## config.mk

```make
export PLATFORM = sky130hd
export DESIGN_NAME = fbit_walk
export DESIGN_NICKNAME = d
export VERILOG_FILES = /design/src/hw/rtl/fbit_pkg.sv /design/src/hw/rtl/fbit_walk.sv
export SDC_FILE = /design/constraint.sdc
export NUM_CORES = 1
export LEC_CHECK = 0
export BUFFER_PORTS_ARGS = -buffer_cell sky130_fd_sc_hd__buf_2
export CAP_MARGIN = 20
export CORE_MARGIN = 1
export CORE_UTILIZATION = 53
export DETAILED_ROUTE_END_ITERATION = 7
export MAX_ROUTING_LAYER = met4
export PLACE_DENSITY_LB_ADDON = 0.2
export SYNTH_ARGS = -nofsm -noshare
export SYNTH_HDL_FRONTEND = slang
export SYNTH_SLANG_ARGS = --single-unit
```

## constraint.sdc

```tcl
create_clock -name clk -period 7.15 [get_ports clk]
set_input_delay 0.3575 -clock clk [delete_from_list [all_inputs] [get_ports clk]]
set_output_delay 0.3575 -clock clk [all_outputs]
set_load 0.03 [all_outputs]
```

## src/hw/rtl/fbit_pkg.sv

```systemverilog
package fbit_pkg;

  // Field widths of the request and result items
  localparam int IDX_W  = 10;
  localparam int SIZE_W = 11;
  localparam int VAL_W  = 32;
  localparam int MODE_W = 3;

  localparam logic [SIZE_W-1:0] SIZE_RESET = SIZE_W'(1024);

  // Request modes
  typedef enum logic [MODE_W-1:0] {
    MODE_ADD    = 3'd0,
    MODE_SET    = 3'd1,
    MODE_PREFIX = 3'd2,
    MODE_RANGE  = 3'd3,
    MODE_LOWER  = 3'd4
  } mode_t;

  // Kinds of tree walk
  typedef enum logic [1:0] {
    WALK_DOWN = 2'd0,
    WALK_UP   = 2'd1,
    WALK_DESC = 2'd2
  } walk_kind_t;

  // Sequencer states
  typedef enum logic [2:0] {
    ST_CLEAR = 3'd0,
    ST_IDLE  = 3'd1,
    ST_RUN_A = 3'd2,
    ST_RUN_B = 3'd3,
    ST_RUN_C = 3'd4,
    ST_DONE  = 3'd5
  } state_t;

  // Walk launch control
  typedef struct packed {
    logic       start;
    walk_kind_t kind;
  } walk_ctl_t;

endpackage

```

## src/hw/rtl/fbit_walk.sv

```systemverilog
module fbit_walk #(
  parameter int DEPTH = 1024,
  parameter int VALUE_WIDTH = 32,
  localparam int AW = (DEPTH > 1) ? $clog2(DEPTH) : 1,
  localparam int KW = AW + 2
) (
  input  logic                   clk,
  input  logic                   rst_n,
  input  fbit_pkg::walk_ctl_t    ctl,
  input  logic [KW-1:0]          start_k,
  input  logic [KW-1:0]          size_n,
  input  logic [VALUE_WIDTH-1:0] arg,
  output logic                   done,
  output logic [VALUE_WIDTH-1:0] acc,
  output logic [KW-1:0]          res,
  output logic                   rd_en,
  output logic [AW-1:0]          rd_addr,
  input  logic [VALUE_WIDTH-1:0] rd_data,
  output logic                   wr_en,
  output logic [AW-1:0]          wr_addr,
  output logic [VALUE_WIDTH-1:0] wr_data
);
  import fbit_pkg::*;

  logic                   active_r, active_nxt;
  walk_kind_t             kind_r, kind_nxt;
  logic [KW-1:0]          k_r, k_nxt;
  logic [KW-1:0]          bit_r, bit_nxt;
  logic [KW-1:0]          res_r, res_nxt;
  logic [VALUE_WIDTH-1:0] arg_r, arg_nxt;
  logic [VALUE_WIDTH-1:0] acc_r, acc_nxt;
  logic                   pend_r, pend_nxt;
  logic [AW-1:0]          pend_addr_r, pend_addr_nxt;
  logic                   done_r, done_nxt;

  logic [KW-1:0]          lowbit;
  logic [KW-1:0]          cand;
  logic [KW-1:0]          top_bit;
  logic [KW-1:0]          addr_k;
  logic                   issue;
  logic [VALUE_WIDTH-1:0] sum;

  // Highest power of two not above the size; one when the size is zero
  always_comb begin
    top_bit = KW'(1);
    for (int i = 0; i < KW; i++) begin
      if (size_n[i]) begin
        top_bit = KW'(1) << i;
      end
    end
  end

  assign lowbit = k_r & (~k_r + KW'(1));
  assign cand   = res_r | bit_r;
  assign sum    = acc_r + rd_data;

  // Read issue for the current step
  always_comb begin
    issue  = 1'b0;
    addr_k = k_r - KW'(1);
    case (kind_r)
      WALK_DOWN: issue = active_r && (k_r != '0);
      WALK_UP:   issue = active_r && (k_r != '0) && (k_r <= size_n);
      WALK_DESC: begin
        issue  = active_r && !pend_r && (bit_r != '0) && (cand <= size_n);
        addr_k = cand - KW'(1);
      end
      default:   issue = 1'b0;
    endcase
  end

  assign rd_en   = issue;
  assign rd_addr = addr_k[AW-1:0];

  // Write back updated node in the cycle after its read
  assign wr_en   = active_r && pend_r && (kind_r == WALK_UP);
  assign wr_addr = pend_addr_r;
  assign wr_data = rd_data + arg_r;

  // Step the walk
  always_comb begin
    active_nxt    = active_r;
    kind_nxt      = kind_r;
    k_nxt         = k_r;
    bit_nxt       = bit_r;
    res_nxt       = res_r;
    arg_nxt       = arg_r;
    acc_nxt       = acc_r;
    pend_nxt      = pend_r;
    pend_addr_nxt = pend_addr_r;
    done_nxt      = 1'b0;
    if (ctl.start) begin
      active_nxt = 1'b1;
      kind_nxt   = ctl.kind;
      k_nxt      = start_k;
      bit_nxt    = top_bit;
      res_nxt    = '0;
      arg_nxt    = arg;
      acc_nxt    = '0;
      pend_nxt   = 1'b0;
    end else if (active_r) begin
      pend_nxt      = issue;
      pend_addr_nxt = addr_k[AW-1:0];
      case (kind_r)
        WALK_DOWN: begin
          if (issue) k_nxt = k_r - lowbit;
          if (pend_r) acc_nxt = sum;
        end
        WALK_UP: begin
          if (issue) k_nxt = k_r + lowbit;
        end
        WALK_DESC: begin
          if (pend_r) begin
            if ($signed(sum) < $signed(arg_r)) begin
              res_nxt = cand;
              acc_nxt = sum;
            end
            bit_nxt = bit_r >> 1;
          end else if (!issue) begin
            bit_nxt = bit_r >> 1;
          end
        end
        default: ;
      endcase
      // Finish once nothing is issued, no read is in flight and, for a descent, no bit is left
      if (!issue && !pend_r && (kind_r != WALK_DESC || bit_r == '0)) begin
        active_nxt = 1'b0;
        done_nxt   = 1'b1;
      end
    end
  end

  always_ff @(posedge clk) begin
    if (!rst_n) begin
      active_r <= 1'b0;
      pend_r   <= 1'b0;
      done_r   <= 1'b0;
    end else begin
      active_r <= active_nxt;
      pend_r   <= pend_nxt;
      done_r   <= done_nxt;
    end
  end

  always_ff @(posedge clk) begin
    kind_r      <= kind_nxt;
    k_r         <= k_nxt;
    bit_r       <= bit_nxt;
    res_r       <= res_nxt;
    arg_r       <= arg_nxt;
    acc_r       <= acc_nxt;
    pend_addr_r <= pend_addr_nxt;
  end

  assign done = done_r;
  assign acc  = acc_r;
  assign res  = res_r;

  // Update walks visit strictly rising nodes, so no entry is written twice
  a_up_rising: assert property (@(posedge clk) disable iff (!rst_n)
    wr_en && $past(wr_en) && !$past(ctl.start) |-> wr_addr > $past(wr_addr))
    else $error("update walk wrote a node out of order");

  // Done is a single-cycle pulse
  a_done_pulse: assert property (@(posedge clk) disable iff (!rst_n)
    done_r |=> !done_r)
    else $error("walk done held for more than one cycle");

  // Done only follows an idle read pipe
  a_done_drained: assert property (@(posedge clk) disable iff (!rst_n)
    done_r |-> !active_r && !pend_r)
    else $error("walk finished with a read in flight");

endmodule

```

==> run metrics <==
clk_lat worst skew roughly 420 ps; # clock sinks between 100 and 150; post_cts resized 0; PortBufs roughly 190; Worst Max-Slew Pin Slew just under 900 ps; sw power 0.868 mW; slew margin rel. 40.3%; R2R depth 21; FP Rows 47; Final Cycle Share about three quarters; Fin Setup TNS 0 ps; Post-Layout Cell Count around 1.4k; wirelength, routed approximately 24000 um; post-synthesis register bit count between 100 and 150; vias per cell between 5 and 6; Die Span X ~130 um; CTS Buf Count 17; CTS tree built; synthesized area 9270 sq um; Switching Fraction between 30% and 40%; clock power share between 30 and 40%; final net count 1424; cell area power density between 200 and 250 nW/um^2; critical path's largest stage delay roughly 540 ps; starting DRC count in detailed routing around 590; Comb power frac approximately a third; Diodes inserted 0; Final Hold Vio Count 0; R2R Path Start acc[0]; Ys Warns 0; Yosys cell types 74; slowest CP cell or4_4; first-pass GRT wire length slightly below 40000 um; maximum vdd drop approximately 0.18 mV; CTS root buf clkbuf_16; FILL cells ~1.5k; Max Cap Viol 0; HP Class in2reg; chip height 134 um; Vias 8186; Worst Path Arrival around 5500 ps; Sequential Area ~3000 sq um; multi-input combinational cell area a little under 6000 sq um; die area about 18000 sq um; critical path cell sequence ha_1 > inv_1 > fa_1 > nor2b_1 > o211ai_1 > a211oi_2 > or4_4 > a41o_1 > a21boi_2 > o22ai_2 > mux2i_1 > nand3b_1 > ha_1 > nand4_1 > nor4_1 > nand3_1 > o311ai_1 > o21a_2 > buf_12 > mux2i_1 > nor2_1; DP Cell Count around 1.4k; critical path required time 7420 ps; # H-tree levels 4; Residual DRC 0; ratio of cells with drive above 1 in the final layout between 20% and 30%; Clock Pin Slew Worst Setup and Hold Paths ~50 ps; global route total overflow 0; r2r setup slk a little under 2000 ps; CP endpoint kind flop; Period minus WS final between 5000 and 6000 ps; DR WL/cell 16.8 um; RSZ-0062 raised after global routing no; FFs w/ async S/R, synth 0%; Final Max Tran Viols 0; largest net degree at the start of global routing 73; Fmax between 0.15 and 0.2 GHz; worst hold slack 111 ps; setup violators final 0; Syn Area/Cell 9.23 sq um; crit-path max FO 28; sequential cell fraction of total power 32.7%; Worst Setup Start Kind flop; Final GP Congestion ~0.92; CP startpoint acc[0]; Setup CP Type reg2reg; hold buffers post-CTS 0; RR Endpoint acc[17]; buffers inserted by post-CTS timing repair 0; Core Box Area roughly 17000 sq um; clock buffer depth 2; status completed; Antenna Nets Post-Route 0; Leak Pwr about 5.4 nW; Synth Instances ~1k; drt first pass iters 5; Main synth FF type edfxtp_1; GRT Overall Usage approximately 28%; net count after synthesis about 1.2k; Area Overhead vs Synth 18.9%; Starting Density between 50% and 60%; skew final 8.93 ps; Worst Setup EP acc[17]; DP Wirelength between 15000 and 20000 um; internal power around 1.6 mW; vias in the first global route 7903; initial antenna violation count 0; # IOs between 150 and 200; Seq/Total Area, Yosys about a third; Post-synth EDFFs 68
[power by group through the flow]
stage / logic [mW] / clock network, mW / registers, mW
floorplan: 0.621 / 0 / 0.816
global placement: 0.832 / 0 / 0.818
detailed placement: 0.843 / 0 / 0.820
CTS: 0.851 / 0.818 / 0.806
global route: 0.944 / 0.842 / 0.813
finish: 0.856 / 0.803 / 0.808
[worst min path at each step]
| stage | start | cells after the start | endpoint | slack (ps) |
|---|---|---|---|---|
| floorplan | arg[0] | 0 | arg_r[0] | 460 |
| global placement | res[1] | 2 | res[1] | 460 |
| detailed placement | res[5] | 2 | res[5] | 480 |
| CTS | arg[7] | 1 | arg_r[7] | 90 |
| global route | arg[7] | 1 | arg_r[7] | 100 |
| finish | arg[4] | 1 | arg_r[4] | 110 |
[synthesized netlist by cell type (5+ instances only)]
| library cell | number | area (sq um) |
|---|---|---|
| nor2b_1 | 12 | 75.1 |
| o21bai_1 | 8 | 60.1 |
| nor2_1 | 93 | 349 |
| nand2_1 | 41 | 154 |
| nand4_1 | 13 | 81.3 |
| mux2i_1 | 39 | 390 |
| dfxtp_1 | 47 | 941 |
| a21o_1 | 36 | 270 |
| a2111oi_0 | 5 | 43.8 |
| o21ai_0 | 40 | 200 |
| nor4_1 | 9 | 56.3 |
| o211ai_1 | 6 | 45.0 |
| and2_1 | 5 | 31.3 |
| nand3_1 | 22 | 110 |
| inv_1 | 79 | 297 |
| a211oi_1 | 11 | 82.6 |
| a21oi_1 | 72 | 360 |
| a31oi_1 | 21 | 131 |
| buf_2 | 5 | 25.0 |
| edfxtp_1 | 68 | 2040 |
| clkbuf_1 | 11 | 41.3 |
| o21a_1 | 19 | 143 |
| ha_1 | 128 | 1600 |
| or3_1 | 5 | 31.3 |
| nand2b_1 | 7 | 43.8 |
| xnor2_1 | 49 | 429 |
| a21boi_0 | 6 | 45.0 |
| xor2_1 | 23 | 201 |
| or2_2 | 17 | 106 |
| and3_1 | 8 | 50.1 |
| nor3_1 | 20 | 100 |
[placed cells by master, fill, tap and decap left out, types with 40 or more instances in the layout]
cell	instances
o21ai_0	40
nor2_1	93
edfxtp_1	68
dfxtp_1	47
ha_1	128
nand2_1	41
a21oi_1	72
inv_1	79
buf_2	190
xnor2_1	49
[registers in the layout (all words and copies together) (netlist names)]
register  count
k_r          12
done          1
wr_addr      10
active_r      1
res          12
acc          32
arg_r        32
pend_r        1
bit_r        12
kind_r        2
[layer usage]
metal  track usage (%)  routed length [um]  vias to the layer above
met5                 -                   0                        -
met4              8.49                 452                        0
met3              6.01                1480                       37
met2              45.3               11200                      264
met1              35.0               10900                     3761
li1                  -                   -                     4124
[logic make-up (layout without fill, tap and decap cells)]
group	Yosys count	after routing	share of synthesized area, %
AOI/OAI and AO/OA	276	276	19.9
xor gates and xnor gates	72	72	6.80
adders and majority gates	131	131	17.9
buffers and inverters	98	306	4.12
DFF	115	115	32.2
muxes	40	40	4.33
and+or+nand+nor	273	273	14.8
[worst max-delay path, delay by kind of cell, from the launching register on]
| kind | cells | cell delay, ps |
|---|---|---|
| muxes | 2 | 450 |
| buffers and inverters | 2 | 350 |
| adders and majority gates | 3 | 730 |
| and+or+nand+nor | 7 | 1560 |
| AOI/OAI and AO/OA | 7 | 1660 |
| DFF | 1 | 320 |
[layout make-up]
type / instances / area share [%]
Multi-Input combinational cell: 792 / 53.6
Sequential cell: 115 / 27.1
Clock buffer: 28 / 4.88
Tap cell: 220 / 2.50
Clock inverter: 4 / 0.182
Inverter: 79 / 2.69
Timing Repair Buffer: 195 / 9.08
[metrics by stage]
step | utilization [%] | setup WS (ps) | power (mW) | area, sq um
floorplan | - | 2300 | 1.44 | 9270
global placement | 62.1 | 1610 | 1.65 | 10400
detailed placement | 62.1 | 1460 | 1.66 | 10400
CTS | 65.4 | 1530 | 2.47 | 11000
global route | 65.5 | 1460 | 2.60 | 11000
finish | 65.5 | 1920 | 2.47 | 11000
Power figures use the tool's default switching activity.
